`src/i2c_master_bit_sequencer_core_assert.svh`:
```
// Assertion macros used by the I2C bit sequencer module i2cs_seq
`ifndef I2C_MASTER_BIT_SEQUENCER_CORE_ASSERT_SVH
`define I2C_MASTER_BIT_SEQUENCER_CORE_ASSERT_SVH

// Same-cycle implication, sampled on aclk, off during reset
`define I2CS_ASSERT_IMP(lbl, ante, cons, msg) \
    lbl: assert property (@(posedge aclk) disable iff (!aresetn) (ante) |-> (cons)) \
        else $error(msg);

// Next-cycle implication, sampled on aclk, off during reset
`define I2CS_ASSERT_NXT(lbl, ante, cons, msg) \
    lbl: assert property (@(posedge aclk) disable iff (!aresetn) (ante) |=> (cons)) \
        else $error(msg);

`endif

```
`src/i2cs_pkg.sv`:
```
// Types and constants of the I2C master bit sequencer
`timescale 1ns / 1ps
`default_nettype none
package i2cs_pkg;

    typedef enum logic [4:0] {
        PH_IDLE = 5'd0,
        PH_ST1  = 5'd1,
        PH_ST2  = 5'd2,
        PH_ST3  = 5'd3,
        PH_ST4  = 5'd4,
        PH_SP1  = 5'd5,
        PH_SP2  = 5'd6,
        PH_SP3  = 5'd7,
        PH_WA1  = 5'd8,
        PH_WA2  = 5'd9,
        PH_WA3  = 5'd10,
        PH_AK1  = 5'd11,
        PH_AK2  = 5'd12,
        PH_TX1  = 5'd13,
        PH_TX2  = 5'd14,
        PH_TX3  = 5'd15,
        PH_RX1  = 5'd16,
        PH_RX2  = 5'd17,
        PH_STAT = 5'd18
    } phase_t;

    localparam logic [3:0] MODE_NONE   = 4'd0;
    localparam logic [3:0] MODE_START  = 4'd1;
    localparam logic [3:0] MODE_STOP   = 4'd2;
    localparam logic [3:0] MODE_SEND   = 4'd3;
    localparam logic [3:0] MODE_WAIT   = 4'd4;
    localparam logic [3:0] MODE_READ   = 4'd5;
    localparam logic [3:0] MODE_ACK    = 4'd6;
    localparam logic [3:0] MODE_NACK   = 4'd7;
    localparam logic [3:0] MODE_STATUS = 4'd8;

    localparam logic REG_TICKS_PER_US = 1'b0;
    localparam logic REG_ACK_TIMEOUT  = 1'b1;

    localparam logic [7:0] TICKS_PER_US_RST = 8'd8;
    localparam logic [7:0] ACK_TIMEOUT_RST  = 8'd250;

    localparam int BITS_PER_BYTE = 8;

    typedef struct packed {
        logic [7:0] ticks_per_us;
        logic [7:0] ack_timeout;
    } cfg_t;

    typedef struct packed {
        logic [3:0] mode;
        logic [7:0] tx_byte;
        logic       sda_in;
        logic       scl_in;
    } req_t;

    typedef struct packed {
        logic       scl_level;
        logic       sda_level;
        logic       sda_drive;
        logic       scl_drive;
        logic       busy_res;
        logic       done_res;
        logic [7:0] read_data;
        logic       ack_error;
        logic [1:0] bus_status;
    } res_t;

endpackage
`default_nettype wire

```
`src/i2cs_cfg.sv`:
```
// APB configuration registers of the I2C bit sequencer
`timescale 1ns / 1ps
`default_nettype none
module i2cs_cfg
    import i2cs_pkg::*;
(
    input  wire logic        aclk,
    input  wire logic        aresetn,
    input  wire logic        psel,
    input  wire logic        penable,
    input  wire logic        pwrite,
    input  wire logic [2:0]  paddr,
    input  wire logic [31:0] pwdata,
    output logic [31:0]      prdata,
    output logic             pready,
    output cfg_t             cfg
);

    cfg_t cfg_reg;
    logic wr_en;

    assign pready = 1'b1;
    assign wr_en  = psel && penable && pwrite && pready;
    assign cfg    = cfg_reg;

    always_ff @(posedge aclk) begin
        if (!aresetn) begin
            cfg_reg.ticks_per_us <= TICKS_PER_US_RST;
            cfg_reg.ack_timeout  <= ACK_TIMEOUT_RST;
        end else if (wr_en) begin
            unique case (paddr[2])
                REG_TICKS_PER_US: cfg_reg.ticks_per_us <= pwdata[7:0];
                REG_ACK_TIMEOUT:  cfg_reg.ack_timeout  <= pwdata[7:0];
                default: ;
            endcase
        end
    end

    always_comb begin
        unique case (paddr[2])
            REG_TICKS_PER_US: prdata = {24'd0, cfg_reg.ticks_per_us};
            REG_ACK_TIMEOUT:  prdata = {24'd0, cfg_reg.ack_timeout};
            default:          prdata = 32'd0;
        endcase
    end

endmodule
`default_nettype wire

```
`src/i2cs_seq.sv`:
```
// Bus phase sequencer: state registers and per-tick next-state logic
`timescale 1ns / 1ps
`default_nettype none
`include "i2c_master_bit_sequencer_core_assert.svh"
module i2cs_seq
    import i2cs_pkg::*;
(
    input  wire logic aclk,
    input  wire logic aresetn,
    input  wire logic accept,
    input  wire cfg_t cfg,
    input  wire req_t req,
    output res_t      res
);

    phase_t      phase_reg, phase_next;
    logic [10:0] dly_reg, dly_next;
    logic [3:0]  bit_reg, bit_next;
    logic [7:0]  shift_reg, shift_next;
    logic [8:0]  wait_reg, wait_next;
    logic [3:0]  cmd_reg, cmd_next;
    logic        scl_lv_reg, scl_lv_next;
    logic        sda_lv_reg, sda_lv_next;
    logic        scl_drv_reg, scl_drv_next;
    logic        sda_drv_reg, sda_drv_next;
    logic [7:0]  rd_reg, rd_next;
    logic        ackerr_reg, ackerr_next;
    logic [1:0]  stat_reg, stat_next;

    logic        done;
    logic        do_enter;
    phase_t      ent;
    logic        do_poll;
    logic        do_load;
    logic [2:0]  load_us;
    logic [7:0]  ticks_eff;

    assign ticks_eff = (cfg.ticks_per_us == 8'd0) ? 8'd1 : cfg.ticks_per_us;

    always_comb begin
        phase_next   = phase_reg;
        dly_next     = dly_reg;
        bit_next     = bit_reg;
        shift_next   = shift_reg;
        wait_next    = wait_reg;
        cmd_next     = cmd_reg;
        scl_lv_next  = scl_lv_reg;
        sda_lv_next  = sda_lv_reg;
        scl_drv_next = scl_drv_reg;
        sda_drv_next = sda_drv_reg;
        rd_next      = rd_reg;
        ackerr_next  = ackerr_reg;
        stat_next    = stat_reg;
        done         = 1'b0;
        do_enter     = 1'b0;
        ent          = PH_IDLE;
        do_poll      = 1'b0;
        do_load      = 1'b0;
        load_us      = 3'd0;

        if (phase_reg == PH_IDLE) begin
            if (req.mode >= MODE_START && req.mode <= MODE_STATUS) begin
                cmd_next = req.mode;
                bit_next = 4'd0;
                do_enter = 1'b1;
                case (req.mode)
                    MODE_START: ent = PH_ST1;
                    MODE_STOP:  ent = PH_SP1;
                    MODE_SEND: begin
                        shift_next   = req.tx_byte;
                        sda_drv_next = 1'b1;
                        scl_drv_next = 1'b1;
                        scl_lv_next  = 1'b0;
                        ent          = PH_TX1;
                    end
                    MODE_WAIT:  ent = PH_WA1;
                    MODE_READ: begin
                        shift_next   = 8'd0;
                        sda_drv_next = 1'b0;
                        scl_drv_next = 1'b1;
                        ent          = PH_RX1;
                    end
                    MODE_ACK, MODE_NACK: ent = PH_AK1;
                    default: ent = PH_STAT;
                endcase
            end
        end else if (phase_reg == PH_WA3) begin
            do_poll = 1'b1;
        end else if (dly_reg > 11'd1) begin
            dly_next = dly_reg - 11'd1;
        end else begin
            unique case (phase_reg)
                PH_ST1: begin do_enter = 1'b1; ent = PH_ST2; end
                PH_ST2: begin do_enter = 1'b1; ent = PH_ST3; end
                PH_ST3: begin do_enter = 1'b1; ent = PH_ST4; end
                PH_SP1: begin do_enter = 1'b1; ent = PH_SP2; end
                PH_SP2: begin do_enter = 1'b1; ent = PH_SP3; end
                PH_WA1: begin do_enter = 1'b1; ent = PH_WA2; end
                PH_WA2: begin
                    phase_next = PH_WA3;
                    wait_next  = 9'd0;
                    do_poll    = 1'b1;
                end
                PH_AK1: begin do_enter = 1'b1; ent = PH_AK2; end
                PH_AK2: begin
                    scl_lv_next = 1'b0;
                    phase_next  = PH_IDLE;
                    done        = 1'b1;
                end
                PH_TX1: begin do_enter = 1'b1; ent = PH_TX2; end
                PH_TX2: begin do_enter = 1'b1; ent = PH_TX3; end
                PH_TX3: begin
                    bit_next = bit_reg + 4'd1;
                    if (bit_next >= 4'(BITS_PER_BYTE)) begin
                        phase_next = PH_IDLE;
                        done       = 1'b1;
                    end else begin
                        do_enter = 1'b1;
                        ent      = PH_TX1;
                    end
                end
                PH_RX1: begin
                    phase_next  = PH_RX2;
                    scl_lv_next = 1'b1;
                    shift_next  = {shift_reg[6:0], req.sda_in};
                    do_load     = 1'b1;
                    load_us     = 3'd1;
                end
                PH_RX2: begin
                    bit_next = bit_reg + 4'd1;
                    if (bit_next >= 4'(BITS_PER_BYTE)) begin
                        rd_next    = shift_reg;
                        phase_next = PH_IDLE;
                        done       = 1'b1;
                    end else begin
                        do_enter = 1'b1;
                        ent      = PH_RX1;
                    end
                end
                PH_STAT: begin
                    stat_next  = {~req.sda_in, ~req.scl_in};
                    phase_next = PH_IDLE;
                    done       = 1'b1;
                end
                default: begin
                    phase_next = PH_IDLE;
                    done       = 1'b1;
                end
            endcase
        end

        if (do_poll) begin
            if (!req.sda_in) begin
                scl_lv_next = 1'b0;
                ackerr_next = 1'b0;
                phase_next  = PH_IDLE;
                done        = 1'b1;
            end else begin
                wait_next = wait_next + 9'd1;
                if (wait_next > {1'b0, cfg.ack_timeout}) begin
                    ackerr_next = 1'b1;
                    do_enter    = 1'b1;
                    ent         = PH_SP1;
                end
            end
        end

        if (do_enter) begin
            phase_next = ent;
            do_load    = 1'b1;
            unique case (ent)
                PH_ST1: begin
                    sda_lv_next = 1'b1; sda_drv_next = 1'b1; scl_drv_next = 1'b1;
                    load_us = 3'd1;
                end
                PH_ST2: begin scl_lv_next = 1'b1; load_us = 3'd5; end
                PH_ST3: begin sda_lv_next = 1'b0; load_us = 3'd6; end
                PH_ST4: begin scl_lv_next = 1'b0; load_us = 3'd2; end
                PH_SP1: begin
                    sda_drv_next = 1'b1; scl_drv_next = 1'b1;
                    scl_lv_next  = 1'b0; sda_lv_next  = 1'b0;
                    load_us = 3'd4;
                end
                PH_SP2: begin scl_lv_next = 1'b1; load_us = 3'd6; end
                PH_SP3: begin sda_lv_next = 1'b1; load_us = 3'd6; end
                PH_WA1: begin
                    sda_drv_next = 1'b0; sda_lv_next = 1'b1; scl_drv_next = 1'b1;
                    load_us = 3'd2;
                end
                PH_WA2: begin scl_lv_next = 1'b1; load_us = 3'd2; end
                PH_AK1: begin
                    scl_drv_next = 1'b1; scl_lv_next = 1'b0; sda_drv_next = 1'b1;
                    sda_lv_next  = (cmd_next == MODE_NACK);
                    load_us = 3'd2;
                end
                PH_AK2: begin scl_lv_next = 1'b1; load_us = 3'd5; end
                PH_TX1: begin
                    sda_lv_next = shift_next[7];
                    shift_next  = {shift_next[6:0], 1'b0};
                    load_us = 3'd2;
                end
                PH_TX2: begin scl_lv_next = 1'b1; load_us = 3'd2; end
                PH_TX3: begin scl_lv_next = 1'b0; load_us = 3'd2; end
                PH_RX1: begin scl_lv_next = 1'b0; load_us = 3'd2; end
                PH_STAT: begin
                    sda_drv_next = 1'b0; scl_drv_next = 1'b0;
                    load_us = 3'd1;
                end
                default: begin
                    phase_next = PH_IDLE;
                    do_load    = 1'b0;
                end
            endcase
        end

        if (do_load) begin
            dly_next = {8'd0, load_us} * {3'd0, ticks_eff};
        end
    end

    always_comb begin
        res.scl_level  = scl_lv_next;
        res.sda_level  = sda_lv_next;
        res.sda_drive  = sda_drv_next;
        res.scl_drive  = scl_drv_next;
        res.busy_res   = (phase_next != PH_IDLE);
        res.done_res   = done;
        res.read_data  = rd_next;
        res.ack_error  = ackerr_next;
        res.bus_status = stat_next;
    end

    always_ff @(posedge aclk) begin
        if (!aresetn) begin
            phase_reg   <= PH_IDLE;
            dly_reg     <= 11'd0;
            bit_reg     <= 4'd0;
            shift_reg   <= 8'd0;
            wait_reg    <= 9'd0;
            cmd_reg     <= MODE_NONE;
            scl_lv_reg  <= 1'b1;
            sda_lv_reg  <= 1'b1;
            scl_drv_reg <= 1'b1;
            sda_drv_reg <= 1'b1;
            rd_reg      <= 8'd0;
            ackerr_reg  <= 1'b0;
            stat_reg    <= 2'd0;
        end else if (accept) begin
            phase_reg   <= phase_next;
            dly_reg     <= dly_next;
            bit_reg     <= bit_next;
            shift_reg   <= shift_next;
            wait_reg    <= wait_next;
            cmd_reg     <= cmd_next;
            scl_lv_reg  <= scl_lv_next;
            sda_lv_reg  <= sda_lv_next;
            scl_drv_reg <= scl_drv_next;
            sda_drv_reg <= sda_drv_next;
            rd_reg      <= rd_next;
            ackerr_reg  <= ackerr_next;
            stat_reg    <= stat_next;
        end
    end

    `I2CS_ASSERT_NXT(a_done_idle, accept && done, phase_reg == PH_IDLE, "done without idle")
    `I2CS_ASSERT_IMP(a_bit_range,
        phase_reg == PH_TX1 || phase_reg == PH_TX2 || phase_reg == PH_TX3 ||
        phase_reg == PH_RX1 || phase_reg == PH_RX2,
        bit_reg < 4'(BITS_PER_BYTE), "bit count past byte")
    `I2CS_ASSERT_IMP(a_stat_release, phase_reg == PH_STAT,
        !scl_drv_reg && !sda_drv_reg, "lines driven during status")
    `I2CS_ASSERT_IMP(a_wait_bound, phase_reg == PH_WA3,
        !sda_drv_reg && wait_reg <= {1'b0, cfg.ack_timeout}, "ack wait past timeout")

endmodule
`default_nettype wire

```
`src/i2c_master_bit_sequencer_core.sv`:
```
// Top level of the I2C master bit sequencer
//
// One request on the s_ channel is one bus clock tick. s_tuser carries the
// command (0 none, 1 start, 2 stop, 3 send byte, 4 wait ack, 5 read byte,
// 6 ack, 7 nack, 8 status); s_tdata carries the byte to send and the sampled
// SDA and SCL levels. Each request yields exactly one result on the m_
// channel: the pin levels and directions to apply, busy and done flags and
// the last read byte, ack error and bus status. Commands are taken only
// while idle; others are ignored. Bus delays are microsecond counts times
// the ticks_per_us register, written over the APB port along with the ack
// timeout. Each result is registered as its request is taken; throughput
// is one request per cycle, limited only by the single result register,
// which keeps taking requests while the receiver takes its content. When m_tready
// is low with a result held, s_tready drops. Reset leaves the sequencer
// idle with both lines driven high and the result register empty.
`timescale 1ns / 1ps
`default_nettype none
module i2c_master_bit_sequencer_core
    import i2cs_pkg::*;
(
    input  wire logic        aclk,
    input  wire logic        aresetn,
    input  wire logic        s_tvalid,
    output logic             s_tready,
    input  wire logic [15:0] s_tdata,  // tx_byte[7:0], sda_in[8], scl_in[9], zero fill
    input  wire logic [3:0]  s_tuser,  // mode[3:0]
    output logic             m_tvalid,
    input  wire logic        m_tready,
    output logic [23:0]      m_tdata,  // scl_level, sda_level, sda_drive, scl_drive,
                                       // busy_res, done_res, read_data[13:6],
                                       // ack_error[14], bus_status[16:15], zero fill
    input  wire logic        psel,
    input  wire logic        penable,
    input  wire logic        pwrite,
    input  wire logic [2:0]  paddr,
    input  wire logic [31:0] pwdata,
    output logic [31:0]      prdata,
    output logic             pready
);

    cfg_t        cfg;
    req_t        req;
    res_t        res;
    logic        accept;
    logic        m_tvalid_reg;
    logic [23:0] m_tdata_reg;
    logic [23:0] m_tdata_next;

    i2cs_cfg u_cfg (
        .aclk    (aclk),
        .aresetn (aresetn),
        .psel    (psel),
        .penable (penable),
        .pwrite  (pwrite),
        .paddr   (paddr),
        .pwdata  (pwdata),
        .prdata  (prdata),
        .pready  (pready),
        .cfg     (cfg)
    );

    assign req = {s_tuser, s_tdata[7:0], s_tdata[8], s_tdata[9]};

    assign s_tready = !m_tvalid_reg || m_tready;
    assign accept   = s_tvalid && s_tready;

    i2cs_seq u_seq (
        .aclk    (aclk),
        .aresetn (aresetn),
        .accept  (accept),
        .cfg     (cfg),
        .req     (req),
        .res     (res)
    );

    assign m_tdata_next = {7'd0, res.bus_status, res.ack_error, res.read_data,
                           res.done_res, res.busy_res, res.scl_drive, res.sda_drive,
                           res.sda_level, res.scl_level};

    always_ff @(posedge aclk) begin
        if (!aresetn) begin
            m_tvalid_reg <= 1'b0;
        end else if (accept) begin
            m_tvalid_reg <= 1'b1;
        end else if (m_tready) begin
            m_tvalid_reg <= 1'b0;
        end
    end

    always_ff @(posedge aclk) begin
        if (accept) begin
            m_tdata_reg <= m_tdata_next;
        end
    end

    assign m_tvalid = m_tvalid_reg;
    assign m_tdata  = m_tdata_reg;

endmodule
`default_nettype wire
```
`config.mk`:
```
export PLATFORM = sky130hd
export DESIGN_NAME = i2c_master_bit_sequencer_core
export DESIGN_NICKNAME = d
export VERILOG_FILES = /design/src/i2cs_pkg.sv /design/src/i2cs_cfg.sv /design/src/i2cs_seq.sv /design/src/i2c_master_bit_sequencer_core.sv
export VERILOG_INCLUDE_DIRS = /design/src /design/src/src
export SDC_FILE = /design/constraint.sdc
export NUM_CORES = 1
export LEC_CHECK = 0
export ABC_AREA = 1
export CORE_MARGIN = 4
export CORE_UTILIZATION = 65
export CTS_BUF_LIST = sky130_fd_sc_hd__clkbuf_8 sky130_fd_sc_hd__clkbuf_16
export CTS_CLUSTER_SIZE = 8
export DETAILED_ROUTE_END_ITERATION = 12
export DONT_BUFFER_PORTS = 1
export PLACE_DENSITY_LB_ADDON = 0.25
export REMOVE_ABC_BUFFERS = 1
export SETUP_SLACK_MARGIN = 0.15
export SLEW_MARGIN = 20
export SYNTH_ARGS = -nofsm -noshare
export SYNTH_HDL_FRONTEND = slang
export SYNTH_SLANG_ARGS = --single-unit
```
`constraint.sdc`:
```
create_clock -name aclk -period 6.7 [get_ports aclk]
set_input_delay 0.67 -clock aclk [delete_from_list [all_inputs] [get_ports aclk]]
set_output_delay 0.67 -clock aclk [all_outputs]
set_load 0.03 [all_outputs]
```
[Word-level counts from Yosys, hierarchy flattened]
Cells that the tools add are included.
Word-level totals
  flip-flop bits (word level): 90
  bits in latches: 0
  memory bits (writable): 0
  memory bits (read-only): 0
  input port bits: 62
  memories: 0
Operators by class
  $add $sub $neg: 3
  $mul: 1
  divide/modulo/power cells: 0
  $lt $le $gt $ge: 5
  equal/unequal tests: 45
  shift operators: 0
  muxes and demuxes: 115
  bitwise gates (word level): 3
  reductions and logical operators: 33
Operators by type and width (count)
  8-bit two-way mux: 13
  5-bit two-way mux: 16
  5-bit by 4-bit equality test with 1-bit output (second input constant): 15
  32-bit case mux with 2 select lines: 1
  5-bit case mux with 11 select lines: 1
  9-bit two-way mux: 6
  1-bit two-way mux: 46
  11-bit two-way mux: 4
  4-bit two-way mux: 8
  5-bit by 3-bit equality test with 1-bit output (second input constant): 6
  5-bit case mux with 6 select lines: 1
  5-bit equality test (second input constant): 5
  4-bit by 3-bit equality test with 1-bit output (second input constant): 5
  5-bit by 2-bit equality test with 1-bit output (second input constant): 4
  5-bit case mux with 4 select lines: 1
  8-bit case mux with 2 select lines: 1
  16-bit OR reduction: 1
  3-bit case mux with 5 select lines: 1
  1-bit case mux with 2 select lines: 7
  2-bit OR reduction: 7
  3-bit two-way mux: 4
  11-bit by 1-bit > comparator with 1-bit output (second input constant): 1
  3-bit by 8-bit multiplier with 11-bit output: 1
  11-bit OR reduction: 1
  30 further kinds: 49

[Longest topological paths before layout]
Gate-level depths: netlist (run 1).
  word-level depth: 16
  gate-level depth with buffers: 47
  mapped depth without buffers: 47

[By module]
Synthesis (run 1) repeated with hierarchy kept, for this count alone.
Second synthesis, totals
  cell total of the unflattened synthesis: 1023
  area, all modules: 6731.5 sq um
By module, submodules not included
  i2cs_seq: times used 1, cells each 848, area each 5177.5 sq um, seq. area each 1121.1 sq um
  i2cs_cfg: times used 1, cells each 143, area each 935.9 sq um, seq. area each 320.3 sq um
  i2c_master_bit_sequencer_core: times used 1, cells each 32, area each 618.1 sq um, seq. area each 530.5 sq um

[Worst setup path after synthesis (run 1)]
No wires, ideal clock.
  path type: register to register
  start point: register u_seq.phase_reg[0]
  end point: register u_seq.dly_reg[10]
  library setup time: 0.070 ns
  data arrival time: 5.436 ns
  path slack: 1.194 ns
  cell stages (with the launch flop): 40
  path buffers: 0
  period minus slack after synthesis: 5.506 ns
  cells stage by stage: dfxtp_1 nor2_1 nand3_2 nand2_2 nor2_4 inv_4 nor2_8 nor2_1 ha_1 nand3_2 nor3_1 xor2_1 ha_1 a21oi_1 nand2_1 nand2_1 nand2_1 o21ai_0 [... 4 more ...] nand2_1 nor2_1 nand4_2 nand2_1 inv_1 fa_1 ha_1 inv_1 fa_1 o21ai_0 a21oi_1 o21bai_1 nand2_1 nand2_1 a21oi_1 o21ai_0 o21ai_0 a21oi_1
On the way
  cells in the longest elaborated chain, start to end: 16
  elaborated cells on any way between the ends: 80
Ends and longest elaborated chain
  start, declared: line i2cs_seq.sv:16  | phase_t phase_reg, phase_next;
  start signal, assigned: line i2cs_seq.sv:249  | phase_reg <= phase_next;
  5-bit by 4-bit equality test with 1-bit output: line i2cs_seq.sv:92  | unique case (phase_reg)
  9-bit two-way mux: line i2cs_seq.sv:92
  9-bit two-way mux: line i2cs_seq.sv:89  | end else if (dly_reg > 11'd1) begin
  9-bit two-way mux: line i2cs_seq.sv:87  | end else if (phase_reg == PH_WA3) begin
  9-bit two-way mux: line i2cs_seq.sv:61  | if (phase_reg == PH_IDLE) begin
  9-bit by 1-bit adder with 9-bit output: line i2cs_seq.sv:159  | wait_next = wait_next + 9'd1;
  9-bit by 8-bit > comparator with 1-bit output: line i2cs_seq.sv:160  | if (wait_next > {1'b0, cfg.ack_timeout}) begin
  5-bit two-way mux: line i2cs_seq.sv:160
  5-bit two-way mux: line i2cs_seq.sv:153  | if (!req.sda_in) begin
  5-bit two-way mux: line i2cs_seq.sv:152  | if (do_poll) begin
  5-bit by 3-bit equality test with 1-bit output, or another cell as far along: line i2cs_seq.sv:171  | unique case (ent)
  8-bit OR reduction (no line), or another cell as far along
  3-bit case mux with 5 select lines or 1-bit two-way mux (tied branches): line i2cs_seq.sv:171
  3-bit two-way mux or 1-bit two-way mux (tied branches): line i2cs_seq.sv:168  | if (do_enter) begin
  3-bit by 8-bit multiplier with 11-bit output, or another cell as far along: line i2cs_seq.sv:217  | dly_next = {8'd0, load_us} * {3'd0, ticks_eff};
  11-bit two-way mux or 4-bit AND reduction (tied branches)
  end signal, assigned: line i2cs_seq.sv:250  | dly_reg <= dly_next;
  end, declared: line i2cs_seq.sv:17  | logic [10:0] dly_reg, dly_next;
Parallel ways exist; a longest one is shown, timed or not.
A chain may end at the register's enable or synchronous reset.

[Worst setup path after layout (run 1)]
  start point: register u_seq.dly_reg[1]
  end point: register u_seq.dly_reg[10]
On the way
  cells in the longest elaborated chain, start to end: 15
  elaborated cells on any way between the ends: 62
Ends and longest elaborated chain (line)
  11-bit by 1-bit > comparator with 1-bit output: i2cs_seq.sv:89
  9-bit two-way mux: i2cs_seq.sv:89
  9-bit two-way mux: i2cs_seq.sv:87
  9-bit two-way mux: i2cs_seq.sv:61
  9-bit by 1-bit adder with 9-bit output: i2cs_seq.sv:159
  9-bit by 8-bit > comparator with 1-bit output: i2cs_seq.sv:160
  5-bit two-way mux: i2cs_seq.sv:160
  5-bit two-way mux: i2cs_seq.sv:153
  5-bit two-way mux: i2cs_seq.sv:152
  5-bit by 3-bit equality test with 1-bit output, or another cell as far along: i2cs_seq.sv:171
  8-bit OR reduction (no line), or another cell as far along
  3-bit case mux with 5 select lines or 1-bit two-way mux (tied branches): i2cs_seq.sv:171
  3-bit two-way mux or 1-bit two-way mux (tied branches): i2cs_seq.sv:168
  3-bit by 8-bit multiplier with 11-bit output, or another cell as far along: i2cs_seq.sv:217
  11-bit two-way mux or 4-bit AND reduction (tied branches)
Parallel ways exist; a longest one is shown, timed or not. The select of a mux whose other input is x is not followed.

==> results of run 1 <==
-- layout by cell type (no fill, tap or decap), drive strengths merged, types with 8 or more instances in the layout --
cell	count
ha	22
conb	32
buf	13
dfxtp	73
xor2	14
nor2	106
nor3	13
inv	156
clkbuf	11
o211ai	8
nand4	10
o21ai	97
nand3	47
a21oi	105
nand2	184
edfxtp	17
-- metal layers --
metal | vias to the layer above | track usage [%] | wire length (um)
met5 | - | 0 | 0
met4 | 0 | 6.94 | 249
met3 | 21 | 5.34 | 802
met2 | 160 | 40.3 | 6590
met1 | 2690 | 35.5 | 6930
li1 | 3043 | - | -
-- final timing paths --
path	from	endpoint
setup reg to reg	u_seq.dly_reg[1]	u_seq.dly_reg[10]
setup / recovery	u_seq.dly_reg[1]	u_seq.dly_reg[10]
hold / removal	pwdata[3]	u_cfg.cfg[3]
hold reg to reg	u_seq.wait_reg[8]	u_seq.wait_reg[8]
-- cells in the mapped netlist (2+ instances only) --
cell type	n
nand2_1	176
inv_1	136
a21oi_1	102
nor2_1	91
o21ai_0	83
dfxtp_1	73
nand3_1	42
buf_4	33
ha_1	22
clkbuf_1	21
edfxtp_1	17
inv_2	16
xor2_1	14
nor3_1	13
o21ai_1	13
nor2_2	9
nand4_1	8
o211ai_1	8
fa_1	7
nand2_2	6
xnor2_1	6
a211oi_1	5
nand3_2	5
o22ai_1	5
o31ai_1	5
buf_6	4
mux2i_1	4
nor2_4	4
a21oi_2	2
conb_1	2
inv_4	2
nand2_4	2
nand4_2	2
nor2_8	2
nor4_1	2
o32ai_1	2
-- worst reg2reg max path, delay by kind of cell, from the launching register on --
kind	cells	cell delay, ns
and+or+nand+nor	20	2.04
xor gates and xnor gates	1	0.23
buffers and inverters	5	0.42
adders and majority gates	6	1.78
AOI/OAI and AO/OA	10	1.27
DFF	1	0.35
-- report_power, final --
part,total [uW],internal (uW),switching (uW)
sequential,662,606,55.8
clock,361,166,196
combinational,615,204,411
-- metrics by stage --
step | power [uW] | hold WS (ns) | cell area, um2 | utilization [%]
floorplan | 1130 | 0.434 | 6220 | -
global placement | 1240 | 0.449 | 6430 | 66.1
detailed placement | 1250 | 0.461 | 6430 | 66.1
CTS | 1610 | 0.400 | 6630 | 68.1
global route | 1750 | 0.409 | 6800 | 69.9
finish | 1640 | 0.412 | 6800 | 69.9
-- layout make-up --
type / instances / area, um2
Timing Repair Buffer: 13 / 97.6
Fill cell: 881 / 2930
Inverter: 154 / 583
Clock buffer: 11 / 163
Clock inverter: 5 / 30.0
Tap cell: 133 / 166
Multi-Input combinational cell: 683 / 3790
Sequential cell: 90 / 1970
-- what timing repair did --
action / 4_1_cts / 5_1_grt
buffers inserted: 0 / 7
endpoints found under the setup margin: 0 / 4
gates resized for setup: 0 / 29
-- cell families (layout without fill, tap and decap cells) --
kind of cell | after synthesis | in the layout | synth area share (%)
simple gates | 365 | 365 | 25.3
compound gates | 233 | 233 | 19.7
buf+inv | 212 | 183 | 14.7
flops | 90 | 90 | 30.4
fa+ha+maj | 29 | 29 | 6.41
xor+xnor | 20 | 20 | 2.70
mux | 4 | 4 | 0.618
other cells | 2 | 32 | 0.116
==> flow_summary.json, run 1 <==
{
  "synth_edf_count": 17,
  "clock-sinks": 90,
  "ant_nets": 0,
  "via_per_inst": 5.43,
  "min_period_over_period_pct": 92.0,
  "post-route-min-period_ns": 6.16,
  "drive_gt1_share_pct": 10.6,
  "portBuffers": 0,
  "cts_htree_levels": 3,
  "critPathMaxFanout": 10,
  "grt_pass1_wl_um": 23900,
  "rsz0062_at_grt": "no",
  "postCtsHoldBufs": 0,
  "cp.depth": 42,
  "crit_path_end_kind": "flop",
  "synth_top_area_share_pct": 22.6,
  "instances_no_fill": 1089,
  "ys_ff_latch": 90,
  "die_h_um": 108,
  "syn_inst": 955,
  "yosysWarningCount": 0,
  "cpMostUsedCell": "nand2_1",
  "max_cap_viol_count": 0,
  "leakage_uw": 0.00330,
  "routed_wl_um": 14600,
  "avgSynthCellArea_um2": 6.78,
  "outcome": "completed",
  "clk_latency_ns": 0.38,
  "max_stage_delay_ns": 0.50,
  "rr_worst_depth": 42,
  "yosysTopAreaCell": "dfxtp_1",
  "hold_depth": 2,
  "crit_type": "reg2reg",
  "numCtsBuffers": 9,
  "cts.path.max_buffers": 2,
  "hold_viol": 0,
  "cts_root_buf": "clkbuf_8",
  "synth_cell_type_count": 47,
  "async_flop_share_pct": 0,
  "setup_ws_ns": 0.539,
  "max-vdd-ir-drop_uv": 220,
  "antenna_found_initial": 0,
  "drc": 0,
  "hold_path_class": "in2reg",
  "finalSetupViolations": 0,
  "dp_cells": 1066,
  "rows": 36,
  "largest_reg_flops": 17,
  "grt_overflow_total": 0,
  "fin_worst_skew_ns": 0.0129,
  "grt_pass1_vias": 5053,
  "dieWidth_um": 108,
  "post-dp-hpwl_um": 10600,
  "syn-cell-area_um2": 6480,
  "first_iter_violations": 431,
  "tightest_slew_ns": 1.02,
  "antenna_cells": 0,
  "cts_tree": "yes",
  "path_clk_slew_ns": 0.09,
  "grt_max_degree": 65,
  "max_freq_mhz": 162,
  "critPathSlowestCell": "fa_1",
  "drt_pass1_iterations": 5,
  "core_um2": 9730,
  "yosys_most_used_dff": "dfxtp_1",
  "cp_data_arrival_time_ns": 6.48,
  "wl_per_cell_um": 13.4,
  "critPathLaunchType": "flop",
  "area_growth_pct": 4.98,
  "synth-seq-area-share_pct": 30.4,
  "required_ns": 7.02,
  "vias": 5914,
  "yosys-top-cells-area": "dfxtp_1, nand2_1, a21oi_1",
  "gp_congestion": 0.926,
  "crit_buf_inv": 5,
  "finalSetupTns_ns": 0,
  "timing.slew.headroom_pct": 31.3,
  "nets": 1042,
  "grtUsageTotal_pct": 25.5,
  "critPathTopFamily": "simple AND/OR/NAND/NOR gates",
  "die_area_um2": 11600,
  "io-pin-count": 121,
  "dp_slack_ns": 0.195,
  "rrSetupSlack_ns": 0.54,
  "drv_slew": 0,
  "start_util_pct": 66.6,
  "pwr_density_cell_nw_per_um2": 241
}
Power figures use the tool's default switching activity.
==> run 2, diff against run 1 <==
Settings changed: PLACE_DENSITY from default to 0.85, PLACE_DENSITY_LB_ADDON 0.25 to default.
==> run 2 against run 1 <==
  * Clock power is 3% lower
  * First-iteration DRC count grew 6.5%
  * Utilization shrank 0.54 points
  * Global-route usage about the same
  * Sequential cell count unchanged
  * Fmax rose by 1.6%
  * Sequential share of layout area grew 0.24 points
  * Power fell by 1.1%
  * Die area unchanged
  * Setup slack improved by 0.095 ns
  * Cell count decreased by 0.28%
  * Sequential power hardly changed
  * Highest routed layer unchanged
==> flow_summary.json, run 2 (synthesized netlist as in run 1, its figures left out) <==
{
  "layout_commonest_cell": "nand2_1",
  "hold_viol": 0,
  "first_iter_violations": 459,
  "grt_pass1_vias": 5263,
  "r2r_start": "u_seq.dly_reg[1]",
  "outcome": "completed",
  "area_growth_pct": 4.17,
  "multi_input_area_um2": 3770,
  "fin_worst_skew_ns": 0.00954,
  "routed_wl_um": 14800,
  "final_cell_area_um2": 6750,
  "met2_length_um": 6670,
  "tightest_slew_ns": 1.00,
  "critPathMaxFanout": 10,
  "switching_share_pct": 40.9,
  "drc": 0,
  "die_area_um2": 11600,
  "p_int_uw": 958,
  "antenna_found_initial": 0,
  "drive_gt1_share_pct": 10.4,
  "grt_overflow_total": 0,
  "critPathTopFamily": "simple AND/OR/NAND/NOR gates",
  "critPathSlowestCell": "fa_1",
  "hold_path_class": "in2reg",
  "max-vdd-ir-drop_uv": 155,
  "cts_htree_levels": 3,
  "leakage_uw": 0.00329,
  "timing.slew.headroom_pct": 32.3,
  "min_period_over_period_pct": 90.5,
  "drt_pass1_iterations": 5,
  "post-dp-hpwl_um": 10600,
  "comb_power_share_pct": 37.5,
  "rsz0062_at_grt": "no",
  "core_um2": 9730,
  "nets": 1039,
  "antenna_cells": 0,
  "power.share.clock_pct": 21.6,
  "switching_power_uw": 663,
  "start_util_pct": 66.6,
  "hp-start": "pwdata[6]",
  "top_layer_used": "met4",
  "cp-startpoint": "u_seq.dly_reg[1]",
  "largest_reg_flops": 17,
  "fillers": 869,
  "grt_pass1_wl_um": 24400,
  "p_seq_share_pct": 40.9,
  "wl_met3_um": 1070,
  "gp_congestion": 0.984,
  "grt_max_degree": 65,
  "dieWidth_um": 108,
  "finalSetupTns_ns": 0,
  "wl_met1_um": 6710,
  "numCtsBuffers": 9,
  "post-route-min-period_ns": 6.07,
  "rows": 36,
  "ant_nets": 0,
  "register_area_um2": 1970,
  "pwr_density_cell_nw_per_um2": 240,
  "crit_buf_inv": 6,
  "clk_latency_ns": 0.37,
  "required_ns": 6.95,
  "max_freq_mhz": 165,
  "max_cap_viol_count": 0,
  "place_area_um2": 6430,
  "cts_tree": "yes",
  "drv_slew": 0,
  "cp_data_arrival_time_ns": 6.32,
  "io-pin-count": 121,
  "clock-sinks": 90,
  "portBuffers": 0,
  "crit_path_end_kind": "flop",
  "cts.path.max_buffers": 2,
  "die_h_um": 108,
  "vias": 5942,
  "grtUsageTotal_pct": 25.6,
  "cpMostUsedCell": "nand2_1",
  "finalSetupViolations": 0,
  "via_per_inst": 5.47,
  "max_stage_delay_ns": 0.51,
  "path_clk_slew_ns": 0.09,
  "wl_per_cell_um": 13.6,
  "crit_type": "reg2reg",
  "cts_root_buf": "clkbuf_8",
  "critPathLaunchType": "flop",
  "layout_common_cells": "nand2_1, inv_1, a21oi_1, nor2_1, o21ai_0"
}
[run 2: cell type report]
type                    instances  share of cell area (%)
multi-input cells             683                    55.8
flip-flops and latches         90                    29.3
inverters                     154                    8.64
well taps                     133                    2.47
clock buffers                  10                    2.21
repair buffers                 10                    1.11
clock inverters                 6                   0.482
[run 2: worst reg2reg max path, delay by kind of cell, from the launching register on]
family | cells | cell delay [ns]
buffers and inverters | 6 | 0.47
flip-flops | 1 | 0.33
XOR/XNOR | 2 | 0.27
adder cells (fa/ha/maj) | 6 | 1.70
AND/OR/NAND/NOR | 21 | 2.17
AO/OA/AOI/OAI | 8 | 1.04
[run 2: worst paths after layout]
check	depth (start not counted)	to	slack, ns
max	43	u_seq.dly_reg[8]	0.63
min	2	u_cfg.cfg[6]	0.43
max reg2reg	43	u_seq.dly_reg[8]	0.63
min reg2reg	2	u_seq.wait_reg[8]	0.47
[run 2: power by group through the flow]
| stage | sequential [uW] | clock (uW) | combinational (uW) |
|---|---|---|---|
| 6_report | 663 | 351 | 607 |
| 5_1_grt | 669 | 376 | 686 |
| 4_1_cts | 662 | 356 | 580 |
| 3_5_place_dp | 674 | 0 | 577 |
| 3_3_place_gp | 673 | 0 | 569 |
| 2_1_floorplan | 665 | 0 | 467 |
[run 2: metrics by stage]
stage | utilization [%] | hold slack [ns] | cells | setup slack, ns | total power (uW)
finish | 69.4 | 0.430 | 1086 | 0.634 | 1620
detailed placement | 66.0 | 0.456 | 1065 | 0.350 | 1250
floorplan | - | 0.434 | 927 | 0.869 | 1130
CTS | 67.9 | 0.418 | 1081 | 0.312 | 1600
global route | 69.4 | 0.420 | 1086 | 0.113 | 1730
global placement | 66.0 | 0.446 | 1065 | 0.410 | 1240
[run 2: metal layers]
| metal | global-route usage [%] | vias to the layer above |
|---|---|---|
| met1 | 35.6 | 2669 |
| met2 | 40.6 | 212 |
| met5 | 0 | - |
| li1 | - | 3032 |
| met3 | 3.78 | 29 |
| met4 | 8.66 | 0 |
[run 2: timing repair]
action | CTS | global route
hold buffers | 0 | 0
resized for setup | 0 | 28
setup buffers | 0 | 5
endpoints found under the setup margin | 0 | 3
==> run 3, diff against run 2 <==
Settings changed: CELL_PAD_IN_SITES_DETAIL_PLACEMENT from default to 2, CELL_PAD_IN_SITES_GLOBAL_PLACEMENT from default to 2, CORE_UTILIZATION 65 to 35, MAX_ROUTING_LAYER from default to met4, PLACE_DENSITY 0.85 to 0.84.
==> run 3 against run 2 <==
  * First-iteration DRC count shrank 44%
  * Sequential share of layout area decreased by 2.1 points
  * Combinational power is 18% higher
  * Count of clock-buffer cells in the layout shrank 1
  * Critical path depth grew 1
  * Global-route usage is 3.4 points lower
  * Die area up 78%
  * Utilization decreased by 29 points
  * Non-clock buffer count rose by 18
  * Register-to-register slack worse by 0.20 ns
  * Worst hold slack better by 0.013 ns
  * Wire length is 53% higher
  * Critical endpoint is now u_seq.dly_reg[9]
  * Largest power group is now combinational cells
==> flow_summary.json, run 3 (synthesized netlist as in run 1, its figures left out) <==
{
  "outcome": "completed",
  "cp-startpoint": "u_seq.dly_reg[1]",
  "multi_input_area_um2": 3930,
  "drc": 0,
  "portBuffers": 0,
  "clock-sinks": 90,
  "critPathSlowestCell": "fa_1",
  "numCtsBuffers": 9,
  "finalSetupViolations": 0,
  "first_iter_violations": 255,
  "rows": 49,
  "cts_htree_levels": 3,
  "ant_nets": 0,
  "nets": 1058,
  "cts_tree": "yes",
  "cpMostUsedCell": "nand2_1",
  "leakage_uw": 0.00346,
  "setup_ws_ns": 0.432,
  "antenna_cells": 0,
  "register_area_um2": 1970,
  "max-vdd-ir-drop_uv": 139,
  "fillers": 2150,
  "layout_commonest_cell": "nand2_1",
  "rrSetupSlack_ns": 0.43,
  "required_ns": 6.93,
  "io-pin-count": 121,
  "clk_latency_ns": 0.37,
  "gp_congestion": 0.877,
  "start_util_pct": 35.8,
  "die_h_um": 144,
  "hold_viol": 0,
  "max_stage_delay_ns": 0.55,
  "timing.slew.headroom_pct": 29.9,
  "grt_pass1_wl_um": 35600,
  "fin_util_pct": 40.2,
  "hold_path_class": "in2reg",
  "grt_pass1_vias": 6729,
  "area_growth_pct": 12.4,
  "critPathLaunchType": "flop",
  "tightest_slew_ns": 1.04,
  "critPathCapture": "u_seq.dly_reg[9]",
  "post-dp-hpwl_um": 15400,
  "via_per_inst": 5.27,
  "dieWidth_um": 144,
  "grt_max_degree": 65,
  "die_area_um2": 20800,
  "drive_gt1_share_pct": 14.2,
  "pwr_density_cell_nw_per_um2": 261,
  "reg2reg_to": "u_seq.dly_reg[9]",
  "layout_common_cells": "nand2_1, inv_1, a21oi_1, nor2_1, o21ai_0",
  "wl_per_cell_um": 18.8,
  "fin_worst_skew_ns": 0.0114,
  "antenna_found_initial": 0,
  "drt_pass1_iterations": 4,
  "fin_hold_ws_ns": 0.443,
  "cp_data_arrival_time_ns": 6.50,
  "rr_worst_depth": 44,
  "routed_wl_um": 22600,
  "dp_slack_ns": -0.0499,
  "drv_slew": 0,
  "grt_overflow_total": 0,
  "crit_path_end_kind": "flop",
  "critPathMaxFanout": 6,
  "max_freq_mhz": 160,
  "cts.path.max_buffers": 2,
  "crit_type": "reg2reg",
  "finalSetupTns_ns": 0,
  "post-route-min-period_ns": 6.27,
  "path_clk_slew_ns": 0.07,
  "core_um2": 18100,
  "vias": 6335,
  "grtUsageTotal_pct": 22.2,
  "min_period_over_period_pct": 93.6,
  "max_cap_viol_count": 0,
  "largest_reg_flops": 17,
  "r2r_start": "u_seq.dly_reg[1]",
  "cts_root_buf": "clkbuf_16"
}
[run 3: cell types whose count changed in the layout (fill, tap and decap cells not counted), sizes merged]
| cell | previous run | this run |
|---|---|---|
| buf | 10 | 28 |
| clkinv | 3 | 2 |
| inv | 157 | 158 |
| nand2 | 184 | 185 |
| clkinvlp | 0 | 1 |
| clkbuf | 10 | 9 |
[run 3: worst max-delay path: cells and delay by family, from the launching register on]
family | cells | cell delay, ns
XOR/XNOR | 2 | 0.24
flip-flops | 1 | 0.37
AO/OA/AOI/OAI | 9 | 1.30
adder cells (fa/ha/maj) | 5 | 1.54
AND/OR/NAND/NOR | 23 | 2.24
buffers and inverters | 5 | 0.44
[run 3: how the worst min path moves through the flow]
| stage | from | end | slack (ns) | depth (start not counted) |
|---|---|---|---|---|
| finish | pwdata[6] | u_cfg.cfg[6] | 0.44 | 2 |
| global route | aresetn | u_seq.dly_reg[9] | 0.44 | 2 |
| floorplan | u_seq.sda_drv_reg | u_seq.sda_drv_reg | 0.43 | 2 |
| detailed placement | u_seq.ackerr_reg | u_seq.ackerr_reg | 0.46 | 2 |
| global placement | u_seq.ackerr_reg | u_seq.ackerr_reg | 0.45 | 2 |
| CTS | pwdata[6] | u_cfg.cfg[6] | 0.44 | 2 |
[run 3: layout make-up]
class                      instances  share of cell area (%)
multi-input combinational        684                    54.0
sequential                        90                    27.1
inverter                         154                    8.01
tap                              229                    3.94
clock buffer                       9                    3.09
timing repair buffer              28                    3.06
clock inverter                     7                   0.773
[run 3: what timing repair did]
item                                    CTS  global route
pin swaps                                 8            23
endpoints found under the setup margin    4             4
hold buffers                              0             0
gates resized for setup                  22            41
gates cloned                              1             0
buffers inserted                          4            13
[run 3: metal layers]
metal,vias up,global-route usage (%),routed length (um)
li1,3068,-,-
met1,3148,28.5,10300
met2,91,37.0,11300
met3,28,2.91,658
met4,0,5.80,377
met5,-,-,0
[run 3: per-stage QoR]
| step | cells | cell area, um2 | power (uW) |
|---|---|---|---|
| floorplan | 927 | 6220 | 1130 |
| global placement | 1167 | 6590 | 1280 |
| detailed placement | 1167 | 6590 | 1310 |
| CTS | 1188 | 7020 | 1850 |
| global route | 1201 | 7280 | 2020 |
| finish | 1201 | 7280 | 1900 |
[run 3: where the power goes]
group / switching (uW) / internal [uW]
Clock: 258 / 258
Sequential: 60.4 / 607
Combinational: 487 / 227
Total: 806 / 1090
